**config.mk**
```make
export PLATFORM = sky130hd
export DESIGN_NAME = josephus_survivor
export DESIGN_NICKNAME = d
export VERILOG_FILES = /design/src/hw/rtl/jsv_pkg.sv /design/src/hw/rtl/jsv_front.sv /design/src/hw/rtl/jsv_fifo.sv /design/src/hw/rtl/jsv_back.sv /design/src/hw/rtl/josephus_survivor.sv
export SDC_FILE = /design/constraint.sdc
export NUM_CORES = 1
export LEC_CHECK = 0
export ABC_AREA = 1
export BUFFER_PORTS_ARGS = -buffer_cell sky130_fd_sc_hd__clkbuf_2
export CAP_MARGIN = 30
export CORE_MARGIN = 8
export CORE_UTILIZATION = 58
export CTS_BUF_LIST = sky130_fd_sc_hd__clkbuf_2 sky130_fd_sc_hd__clkbuf_4 sky130_fd_sc_hd__clkbuf_8
export CTS_CLUSTER_SIZE = 40
export DETAILED_ROUTE_END_ITERATION = 8
export PLACE_DENSITY = 0.79
export SETUP_SLACK_MARGIN = 0.05
export SLEW_MARGIN = 20
export SYNTH_ARGS = -nofsm -noshare
export SYNTH_HDL_FRONTEND = slang
export SYNTH_SLANG_ARGS = --single-unit
```
**constraint.sdc**
```tcl
create_clock -name clock -period 2.5 [get_ports clock]
set_input_delay 0 -clock clock [delete_from_list [all_inputs] [get_ports clock]]
set_output_delay 0 -clock clock [all_outputs]
set_load 0.01 [all_outputs]
```
**src/hw/rtl/jsv_pkg.sv**
```systemverilog
// Shared types and constants for the Josephus survivor block.
`default_nettype none
package jsv_pkg;

   localparam int unsigned SIZE_W           = 11;
   localparam int unsigned STEP_W           = 16;
   localparam int unsigned DEFAULT_MAX_RING = 1024;
   // largest ring size the size field can carry
   localparam int unsigned SIZE_LIMIT       = (2 ** SIZE_W) - 1;
   localparam int unsigned QUEUE_DEPTH      = 2;
   // dividend is position plus step
   localparam int unsigned DIVIDEND_W       = STEP_W + 1;

   typedef struct packed {
      logic [SIZE_W-1:0] ring_size;
      logic [STEP_W-1:0] step;
   } req_type;

   typedef struct packed {
      logic [SIZE_W-1:0] survivor;
      logic              bad_size;
   } rsp_type;

   typedef struct packed {
      logic [SIZE_W-1:0] size;
      logic [STEP_W-1:0] stride;
      logic              bad;
   } job_type;

   typedef enum logic [1:0] {
      ST_IDLE,
      ST_STEP,
      ST_DIV,
      ST_DONE
   } state_type;

endpackage
`default_nettype wire

```
**src/hw/rtl/jsv_front.sv**
```systemverilog
// Front end: takes request beats, flags a zero ring, clamps size and step.
`default_nettype none
module jsv_front #(
   parameter int unsigned MAX_RING = jsv_pkg::DEFAULT_MAX_RING
) (
   input  wire logic            clock,
   input  wire logic            reset,
   input  wire logic            req_valid,
   output logic                 req_ready,
   input  wire jsv_pkg::req_type req_data,
   output logic                 job_valid,
   input  wire logic            job_ready,
   output jsv_pkg::job_type     job_data
);

   localparam int unsigned CAP =
      (MAX_RING < jsv_pkg::SIZE_LIMIT) ? MAX_RING : jsv_pkg::SIZE_LIMIT;
   localparam logic [jsv_pkg::SIZE_W-1:0] CAP_N = jsv_pkg::SIZE_W'(CAP);

   logic             valid_ff, valid_in;
   jsv_pkg::job_type job_ff, job_in;
   logic             req_fire;

   assign req_ready = !valid_ff || job_ready;
   assign req_fire  = req_valid && req_ready;
   assign job_valid = valid_ff;
   assign job_data  = job_ff;

   always_comb begin
      valid_in = req_fire || (valid_ff && !job_ready);
      job_in   = job_ff;
      if (req_fire) begin
         job_in.bad    = (req_data.ring_size == '0);
         job_in.size   = (req_data.ring_size > CAP_N) ? CAP_N : req_data.ring_size;
         job_in.stride = (req_data.step == '0) ? jsv_pkg::STEP_W'(1) : req_data.step;
      end
   end

   always_ff @(posedge clock) begin
      if (reset) begin
         valid_ff <= 1'b0;
      end else begin
         valid_ff <= valid_in;
      end
      job_ff <= job_in;
   end

endmodule
`default_nettype wire

```
**src/hw/rtl/jsv_fifo.sv**
```systemverilog
// Short job queue between front and back end.
`default_nettype none
module jsv_fifo (
   input  wire logic             clock,
   input  wire logic             reset,
   input  wire logic             push_valid,
   output logic                  push_ready,
   input  wire jsv_pkg::job_type push_data,
   output logic                  pop_valid,
   input  wire logic             pop_ready,
   output jsv_pkg::job_type      pop_data
);

   localparam int unsigned DEPTH = jsv_pkg::QUEUE_DEPTH;
   localparam int unsigned PTR_W = (DEPTH > 1) ? $clog2(DEPTH) : 1;
   localparam int unsigned CNT_W = $clog2(DEPTH + 1);
   localparam logic [PTR_W-1:0] LAST_PTR = PTR_W'(DEPTH - 1);
   localparam logic [CNT_W-1:0] FULL_CNT = CNT_W'(DEPTH);

   jsv_pkg::job_type entry_ff [DEPTH];
   logic [PTR_W-1:0] wr_ptr_ff, wr_ptr_in;
   logic [PTR_W-1:0] rd_ptr_ff, rd_ptr_in;
   logic [CNT_W-1:0] count_ff, count_in;
   logic             push, pop;

   assign push_ready = (count_ff != FULL_CNT);
   assign pop_valid  = (count_ff != '0);
   assign pop_data   = entry_ff[rd_ptr_ff];
   assign push       = push_valid && push_ready;
   assign pop        = pop_valid && pop_ready;

   always_comb begin
      wr_ptr_in = wr_ptr_ff;
      rd_ptr_in = rd_ptr_ff;
      count_in  = count_ff;
      if (push) begin
         wr_ptr_in = (wr_ptr_ff == LAST_PTR) ? '0 : wr_ptr_ff + PTR_W'(1);
      end
      if (pop) begin
         rd_ptr_in = (rd_ptr_ff == LAST_PTR) ? '0 : rd_ptr_ff + PTR_W'(1);
      end
      if (push && !pop) begin
         count_in = count_ff + CNT_W'(1);
      end else if (pop && !push) begin
         count_in = count_ff - CNT_W'(1);
      end
   end

   always_ff @(posedge clock) begin
      if (reset) begin
         wr_ptr_ff <= '0;
         rd_ptr_ff <= '0;
         count_ff  <= '0;
      end else begin
         wr_ptr_ff <= wr_ptr_in;
         rd_ptr_ff <= rd_ptr_in;
         count_ff  <= count_in;
      end
      if (push) begin
         entry_ff[wr_ptr_ff] <= push_data;
      end
   end

endmodule
`default_nettype wire

```
**src/hw/rtl/jsv_back.sv**
```systemverilog
// Back end: runs the survivor recurrence with a bit-serial remainder unit.
`default_nettype none
module jsv_back (
   input  wire logic             clock,
   input  wire logic             reset,
   input  wire logic             job_valid,
   output logic                  job_ready,
   input  wire jsv_pkg::job_type job_data,
   output logic                  rsp_valid,
   input  wire logic             rsp_ready,
   output jsv_pkg::rsp_type      rsp_data
);

   localparam int unsigned SW    = jsv_pkg::SIZE_W;
   localparam int unsigned DW    = jsv_pkg::DIVIDEND_W;
   localparam int unsigned CNT_W = $clog2(DW);
   localparam logic [CNT_W-1:0] CNT_TOP = CNT_W'(DW - 1);

   jsv_pkg::state_type state_ff, state_in;

   logic [SW-1:0]          size_ff;
   logic [jsv_pkg::STEP_W-1:0] stride_ff;
   logic                   bad_ff;
   logic [SW-1:0]          pos_ff, len_ff;
   logic [DW-1:0]          dvd_ff;
   logic [SW-1:0]          rem_ff;
   logic [CNT_W-1:0]       cnt_ff;
   logic                   rsp_valid_ff, rsp_valid_in;
   jsv_pkg::rsp_type       rsp_ff;

   logic       pop, div_load, div_shift, result_load, slot_free;
   logic       last_bit, last_len, trivial;
   logic [SW:0] trial, trial_sub;
   logic [SW-1:0] rem_next;

   assign slot_free = !rsp_valid_ff || rsp_ready;
   assign last_bit  = (cnt_ff == '0);
   assign last_len  = (len_ff == size_ff);
   assign trivial   = job_data.bad || (job_data.size == SW'(1));

   assign trial     = {rem_ff, dvd_ff[DW-1]};
   assign trial_sub = trial - {1'b0, len_ff};
   assign rem_next  = (trial >= {1'b0, len_ff}) ? trial_sub[SW-1:0] : trial[SW-1:0];

   always_comb begin
      state_in = state_ff;
      case (state_ff)
         jsv_pkg::ST_IDLE: begin
            if (job_valid) begin
               state_in = trivial ? jsv_pkg::ST_DONE : jsv_pkg::ST_STEP;
            end
         end
         jsv_pkg::ST_STEP: state_in = jsv_pkg::ST_DIV;
         jsv_pkg::ST_DIV: begin
            if (last_bit) begin
               state_in = last_len ? jsv_pkg::ST_DONE : jsv_pkg::ST_STEP;
            end
         end
         jsv_pkg::ST_DONE: begin
            if (slot_free) begin
               state_in = jsv_pkg::ST_IDLE;
            end
         end
         default: state_in = jsv_pkg::ST_IDLE;
      endcase
   end

   always_comb begin
      pop         = 1'b0;
      div_load    = 1'b0;
      div_shift   = 1'b0;
      result_load = 1'b0;
      case (state_ff)
         jsv_pkg::ST_IDLE: pop         = job_valid;
         jsv_pkg::ST_STEP: div_load    = 1'b1;
         jsv_pkg::ST_DIV:  div_shift   = 1'b1;
         jsv_pkg::ST_DONE: result_load = slot_free;
         default: ;
      endcase
   end

   assign job_ready = (state_ff == jsv_pkg::ST_IDLE);

   always_comb begin
      rsp_valid_in = rsp_valid_ff;
      if (result_load) begin
         rsp_valid_in = 1'b1;
      end else if (rsp_ready) begin
         rsp_valid_in = 1'b0;
      end
   end

   always_ff @(posedge clock) begin
      if (reset) begin
         state_ff     <= jsv_pkg::ST_IDLE;
         rsp_valid_ff <= 1'b0;
      end else begin
         state_ff     <= state_in;
         rsp_valid_ff <= rsp_valid_in;
      end
      if (pop) begin
         size_ff   <= job_data.size;
         stride_ff <= job_data.stride;
         bad_ff    <= job_data.bad;
         pos_ff    <= '0;
         len_ff    <= SW'(2);
      end
      if (div_load) begin
         dvd_ff <= DW'(pos_ff) + DW'(stride_ff);
         rem_ff <= '0;
         cnt_ff <= CNT_TOP;
      end
      if (div_shift) begin
         dvd_ff <= {dvd_ff[DW-2:0], 1'b0};
         rem_ff <= rem_next;
         cnt_ff <= cnt_ff - CNT_W'(1);
         if (last_bit) begin
            pos_ff <= rem_next;
            len_ff <= len_ff + SW'(1);
         end
      end
      if (result_load) begin
         rsp_ff.survivor <= bad_ff ? '0 : pos_ff + SW'(1);
         rsp_ff.bad_size <= bad_ff;
      end
   end

   assign rsp_valid = rsp_valid_ff;
   assign rsp_data  = rsp_ff;

endmodule
`default_nettype wire

```
**src/hw/rtl/josephus_survivor.sv**
```systemverilog
// Flow: each request beat passes the front register and the queue, then the back end runs the
//   survivor recurrence for ring size n (n clamped to MAX_RING); each recurrence step is a load
//   state followed by the bit-serial remainder unit.
// Overlap: the back end works on one request at a time; a two-entry queue
//   and the front register let new beats in while a result waits on rsp_ready.
// Reset: synchronous, active high; clears handshake and control state only.
`default_nettype none
module josephus_survivor #(
   parameter int unsigned MAX_RING = jsv_pkg::DEFAULT_MAX_RING
) (
   input  wire logic             clock,
   input  wire logic             reset,
   input  wire logic             req_valid,
   output logic                  req_ready,
   input  wire jsv_pkg::req_type req_data,
   output logic                  rsp_valid,
   input  wire logic             rsp_ready,
   output jsv_pkg::rsp_type      rsp_data
);

   logic             fq_valid, fq_ready;
   jsv_pkg::job_type fq_data;
   logic             qb_valid, qb_ready;
   jsv_pkg::job_type qb_data;

   jsv_front #(
      .MAX_RING (MAX_RING)
   ) u_front (
      .clock     (clock),
      .reset     (reset),
      .req_valid (req_valid),
      .req_ready (req_ready),
      .req_data  (req_data),
      .job_valid (fq_valid),
      .job_ready (fq_ready),
      .job_data  (fq_data)
   );

   jsv_fifo u_fifo (
      .clock      (clock),
      .reset      (reset),
      .push_valid (fq_valid),
      .push_ready (fq_ready),
      .push_data  (fq_data),
      .pop_valid  (qb_valid),
      .pop_ready  (qb_ready),
      .pop_data   (qb_data)
   );

   jsv_back u_back (
      .clock     (clock),
      .reset     (reset),
      .job_valid (qb_valid),
      .job_ready (qb_ready),
      .job_data  (qb_data),
      .rsp_valid (rsp_valid),
      .rsp_ready (rsp_ready),
      .rsp_data  (rsp_data)
   );

endmodule
`default_nettype wire
```
=== Word level (Yosys, flattened, before mapping) ===
Memories as Yosys holds them, arrays and structs flattened. A register that Yosys moved wholly into a read port is not among the register bits.
Index checks and enable logic that the tools add are counted.

* Add/subtract/negate cells: 9
* Order comparisons: 2
* Eq/ne operators: 9
* Mux-type cells: 33
* Reductions and logical operators: 24

{| class="wikitable"
|+ Operator list
! kind !! count
|-
| 11-bit 2-to-1 mux || 9
|-
| 17-bit 2-to-1 mux || 2
|-
| 11-bit by 1-bit adder with 11-bit output (second input constant) || 2
|-
| 11-bit by 16-bit adder with 17-bit output || 1
|-
| 16-bit zero test || 1
|-
| 2-bit 2-to-1 mux || 7
|-
| 12-bit by 11-bit >= comparator with 1-bit output || 1
|-
| 1-bit 2-to-1 mux || 12
|-
| 11-bit by 1-bit equality test with 1-bit output (second input constant) || 1
|-
| 11-bit equality test || 1
|-
| 11-bit greater-than comparator (second input constant) || 1
|-
| 11-bit zero test || 1
|-
| 11-bit subtractor || 1
|-
| 5-bit 2-to-1 mux || 2
|-
| 2-bit one-hot mux with 4 select lines || 1
|-
| 2-bit nonzero test || 4
|-
| 1-bit logical AND || 6
|-
| 2-bit by 1-bit != test with 1-bit output (second input constant) || 3
|-
| 1-bit zero test || 5
|-
| 5-bit zero test || 1
|-
| 5-bit by 1-bit subtractor with 5-bit output (second input constant) || 1
|-
| 2-bit equality test (second input constant) || 2
|-
| 1-bit logical OR || 4
|-
| 3-bit AND reduction || 1
|-
| 6 further kinds || 7
|}

* Bits in registers: 131
* RAM bits: 56
* Input bits: 31
* Output and inout port bits: 14
* Logic and storage cells: 98
* Memories kept: 1

{| class="wikitable"
|+ Memories
! name !! depth !! width !! read ports !! clocked after Yosys merged registers in !! write ports !! line !! RTL
|-
| u_fifo.entry_ff || 2 || 28 || 1 || 1 || 1 || jsv_fifo.sv:20 || <nowiki>jsv_pkg::job_type entry_ff [DEPTH];</nowiki>
|}

=== Longest topological paths before layout ===
* Depth after elaboration: 6
* Mapped depth: 13
* Depth with buffers taken out: 13

=== Cells and area by module ===
A second synthesis with hierarchy kept.

* Cells, all modules: 882
* Area total of the unflattened synthesis: 9103.7 um^2

{| class="wikitable"
|+ By module, submodules not included
! module !! times used !! cells an instance !! area each (um^2) !! sequential area each (um^2)
|-
| jsv_back || 1 || 663 || 5612.9 || 2682.6
|-
| jsv_fifo || 1 || 124 || 2362.3 || 1781.7
|-
| jsv_front || 1 || 95 || 1128.6 || 860.8
|}

=== Least setup slack after synthesis ===
OpenSTA, ideal clock, no wires.

* Kind: register to register
* From: reg u_back.state_ff[0]
* To: reg u_fifo.count_ff[1]
* Library setup time: 0.058 ns
* Arrival: 2.391 ns
* Required time: 2.442 ns
* Path slack: 0.051 ns
* Cell stages (with the launch flop): 11
* Path buffers: 0
* Clock period less this slack: 2.449 ns
* Path through: dfxtp_1 > inv_1 > ha_1 > inv_1 > a21oi_2 > inv_2 > ha_1 > a21oi_1 > o21ai_0 > a21oi_1 > o21a_1

* Word-level cells in the longest chain between the ends: 5
* Elaborated cells between the ends (all ways): 7
* Those cells by class: 1 x mux; 6 x reduce/logical

{| class="wikitable"
|+ Ends and longest elaborated chain
! what !! line !! RTL
|-
| start: declaration || jsv_back.sv:19 || <nowiki>jsv_pkg::state_type state_ff, state_in;</nowiki>
|-
| start signal: assignment || jsv_back.sv:95 || <nowiki>state_ff <= jsv_pkg::ST_IDLE;</nowiki>
|-
| start signal: assignment || jsv_back.sv:98 || <nowiki>state_ff <= state_in;</nowiki>
|-
| 2-bit zero test (*) || jsv_back.sv:82 || <nowiki>assign job_ready = (state_ff == jsv_pkg::ST_IDLE);</nowiki>
|-
| 1-bit logical AND (*) || jsv_fifo.sv:30 || <nowiki>assign pop = pop_valid && pop_ready;</nowiki>
|-
| 1-bit zero test || jsv_fifo.sv:42 || <nowiki>if (push && !pop) begin</nowiki>
|-
| 1-bit logical AND || jsv_fifo.sv:42 ||
|-
| 2-bit 2-to-1 mux / 2-bit nonzero test (equally long branches) || -- ||
|-
| end signal: assignment || jsv_fifo.sv:57 || <nowiki>count_ff <= count_in;</nowiki>
|-
| end: declaration || jsv_fifo.sv:23 || <nowiki>logic [CNT_W-1:0] count_ff, count_in;</nowiki>
|}

Mark *: on every way between the ends. The rest lies on a longest branch, timed or not.
A chain may end at the register's enable or synchronous reset.

=== Worst setup path after layout ===
* From: reg u_back.len_ff[5]
* To: reg u_back.rem_ff[7] (data pin)

* Word-level cells in the longest chain between the ends: 3
* Elaborated cells between the ends (all ways): 4
* Those cells by class: 1 x add/sub; 1 x order compare; 2 x mux

{| class="wikitable"
|+ Ends and longest elaborated chain
! what !! line !! RTL
|-
| start: declaration || jsv_back.sv:24 || <nowiki>logic [SW-1:0] pos_ff, len_ff;</nowiki>
|-
| start signal: assignment || jsv_back.sv:119 || <nowiki>len_ff <= len_ff + SW'(1);</nowiki>
|-
| 11-bit subtractor / 12-bit by 11-bit >= comparator with 1-bit output (equally long branches) || jsv_back.sv:42, jsv_back.sv:43 ||
|-
| 11-bit 2-to-1 mux (*) || jsv_back.sv:43 || <nowiki>assign rem_next = (trial >= {1'b0, len_ff}) ? trial_sub[SW-1:0] : trial[SW-1:0];</nowiki>
|-
| 11-bit 2-to-1 mux (*) || jsv_back.sv:113 || <nowiki>if (div_shift) begin</nowiki>
|-
| end signal: assignment || jsv_back.sv:115 || <nowiki>rem_ff <= rem_next;</nowiki>
|-
| end: declaration || jsv_back.sv:26 || <nowiki>logic [SW-1:0] rem_ff;</nowiki>
|}

Marks and branches as above.

==> key figures <==
STA
  – Count of final setup violators: 0
  – Max Slew Vio Count: 0
  – Worst-Margin Slew: 0.674 ns
  – Fin. Hold Viols: 0
  – FMAX: 438 MHz
  – Min Tclk post-route: 2.28 ns
  – Tcrit/Tclk final: 0.912
  – Setup TNS: 0 ns
  – Normalized max-slew margin: 0.551
  – Setup Skew: 0.0104 ns
  – RSZ-0062 raised after global routing: false

Global route
  – First-pass GRT wire length: 28600 µm
  – Grt ovf: 0
  – Initial antenna violation count: 0
  – Pin count of the biggest net entering global routing: 33
  – Vias in the first global route: 6127
  – Global Route Usage Sum: 0.180

Finish
  – Commonest non-fill, non-tap cell in the layout: nand2_1
  – Design Area, Final: 0.0104 mm²
  – End-of-flow core utilization: 0.662
  – # nets final: 1110
  – Commonest cells after routing, fill and taps aside: 262 x nand2_1, 156 x edfxtp_1, 138 x inv_1
  – N_diodes: 0
  – Area growth syn-to-layout: 12.8%
  – Share of layout cells above drive strength 1: 0.143

Placement
  – DP Wirelength: 12400 µm
  – Placer Congestion: 0.926
  – Number of port buffers: 44
  – Dpl cell area: 0.00968 mm²

Worst setup path
  – Critical path peak fanout: 12
  – Critical Path End Type: flop
  – Slowest CP cell: dfxtp_1
  – FF-to-FF Start: u_back.len_ff[5]
  – R2R cell count: 11
  – Setup Crit Path Kind: reg2reg
  – Most used cell, CP: nand2_1
  – Crit path launch: u_back.len_ff[5]
  – Required @ worst endpoint: 2.82 ns
  – Crit-path cells: inv_1 -> ha_1 -> nand2_1 -> nand2_1 -> a21oi_2 -> inv_2 -> nand2_2 -> nand3_4 -> nand3_4 -> nand2_1 -> nor2_1
  – Slowest stage delay, CP: 0.43 ns
  – Crit start category: flop
  – CP arrival: 2.60 ns
  – R2R Setup Slk: 0.22 ns

Floorplan
  – IO Pins: 45
  – Die area: 0.0202 mm²
  – Die H: 142 µm
  – Cell Rows: 46
  – Starting Density: 0.587
  – Chip Width: 142 µm
  – Core Footprint: 0.0157 mm²

Run status
  – Outcome: completed

Clock tree
  – Clk root buf: clkbuf_8
  – H-tree Lvls: 4
  – CTS Buffer Depth: 2
  – CTS sink count: 188
  – CTS tree: yes
  – Clk_lat worst skew: 0.46 ns
  – Post-cts sizing count: 0
  – Cts bufs inserted: 17
  – CTS clock-pin slew for the worst setup and hold paths: 0.10 ns
  – Post-CTS setup repair buffer count: 0

Synthesis
  – Post-Synthesis Cells: 968
  – Avg Cell Area, Syn: 9.53 µm²
  – Post-Syn Nets: 1031
  – Compound-Gate Fraction of Synth Area: 0.0570
  – Main synth FF type: edfxtp_1
  – EDFF count, synth: 156
  – Synth area leaders: edfxtp_1 51%, nand2_1 11%, dfxtp_1 6.9%, inv_1 5.6%, ha_1 4.1%
  – Synth Register Bits: 188
  – Synth Area in Simple Gates: 0.235
  – Yosys cell types: 44
  – Async S/R FF share, synth: 0
  – XOR/XNOR share of the synthesized area: 0.00759
  – Mapped Area: 0.00923 mm²
  – Sequential fraction of the synthesis area: 0.577
  – Post-synth top area share: 0.508
  – Area leader, netlist: edfxtp_1
  – Largest family of logic cells by synthesized area: simple AND/OR/NAND/NOR gates
  – Ys Warns: 0
  – Post-synthesis mux area share: 0
  – Adder-Cell Fraction of Synth Area: 0.0450

Flow run
  – Max Cap Violations: 0

Detailed routing
  – Via count: 6472
  – Final wirelength: 17200 µm
  – Detail-routed via count per cell: 5.08
  – Final antenna-violating net count: 0
  – Post-route DRC: 0
  – DR pass1 iterations: 5
  – DR iter-0 viols: 446
  – WL/cell: 13.5 µm

Power and ir drop
  – P per Cell Area: 1010 mW/mm²
  – Peak supply drop: 628 µV
  – Leak pwr: 4.46 nW

Hold path
  – Worst min path class: in2reg
  – Hold path depth: 2
  – Hold path start: req_data[14]
-- cells in the mapped netlist (all sizes together), types with 2 or more instances --
| master | instances |
|---|---|
| nand3 | 49 |
| xor2 | 4 |
| buf | 12 |
| dfxtp | 32 |
| a21oi | 43 |
| ha | 30 |
| nand3b | 5 |
| a21o | 3 |
| edfxtp | 156 |
| xnor2 | 4 |
| or2 | 2 |
| nor3b | 3 |
| o21a | 2 |
| nand4 | 19 |
| nand2 | 283 |
| clkbuf | 21 |
| nor2 | 85 |
| inv | 145 |
| nor4 | 6 |
| o21ai | 42 |
| fa | 2 |
| nor3 | 13 |
-- worst max-delay path: cells and delay by family (launching register included) --
family                     cells  cell delay, ns
adders and majority gates      1            0.35
and+or+nand+nor                7            1.01
buffers and inverters          2            0.17
AOI/OAI and AO/OA              1            0.18
DFF                            1            0.43
-- state kept, by name, indices dropped and copies added, names as in the netlist, 11 cells and up, named ones only --
signal            count
u_back.dvd_ff        17
u_back.len_ff        11
u_back.pos_ff        11
u_back.rem_ff        11
u_back.rsp_data      12
u_back.size_ff       11
u_back.stride_ff     16
u_fifo.entry_ff      56
u_front.job_data     28
-- final timing paths --
path                                 to
setup / recovery       u_back.rem_ff[7]
hold / removal     u_front.job_data[15]
setup reg to reg       u_back.rem_ff[7]
hold reg to reg   u_fifo.entry_ff[0][1]
-- metrics by stage --
step	total power, W	instances	setup slack [ns]	hold WS, ns
2_1_floorplan	0.00755	968	0.0510	0.134
3_3_place_gp	0.00832	1212	0.351	0.194
3_5_place_dp	0.00842	1212	0.255	0.196
4_1_cts	0.0105	1274	0.217	0.226
5_1_grt	0.0112	1274	0.0531	0.230
6_report	0.0105	1274	0.219	0.258
-- what timing repair did --
action / in CTS / in global routing
hold endpoints to repair: 37 / 0
setup endpoints to repair: 0 / 0
hold buffers: 32 / 0
-- logic make-up after synthesis --
| kind of cell | count (synthesis) |
|---|---|
| AO/OA/AOI/OAI | 94 |
| adder cells (fa/ha/maj) | 32 |
| AND/OR/NAND/NOR | 467 |
| flip-flops | 188 |
| XOR/XNOR | 8 |
| buffers and inverters | 179 |
-- power by group --
group	internal (W)	switching [W]	leakage, nW	total, W
logic	0.00124	0.00249	2.53	0.00373
registers	0.00434	0.000348	1.73	0.00469
clock network	0.000924	0.00112	0.204	0.00205
total	0.00650	0.00396	4.46	0.0105
-- per-layer routing --
metal | global-route usage | vias up | routed length, µm
met3 | 0.0460 | 13 | 1050
met5 | 0 | - | 0
met1 | 0.222 | 2940 | 7530
met2 | 0.302 | 193 | 8480
li1 | - | 3326 | -
met4 | 0.0605 | 0 | 172
-- final cells by class --
class	count	area, µm²
inverters	146	548
flip-flops and latches	188	5330
multi-input cells	601	3190
clock buffers	17	234
repair buffers	93	668
fillers	1163	5310
well taps	216	270
clock inverters	13	173
Note: power is estimated with default switching activity, not from simulation.
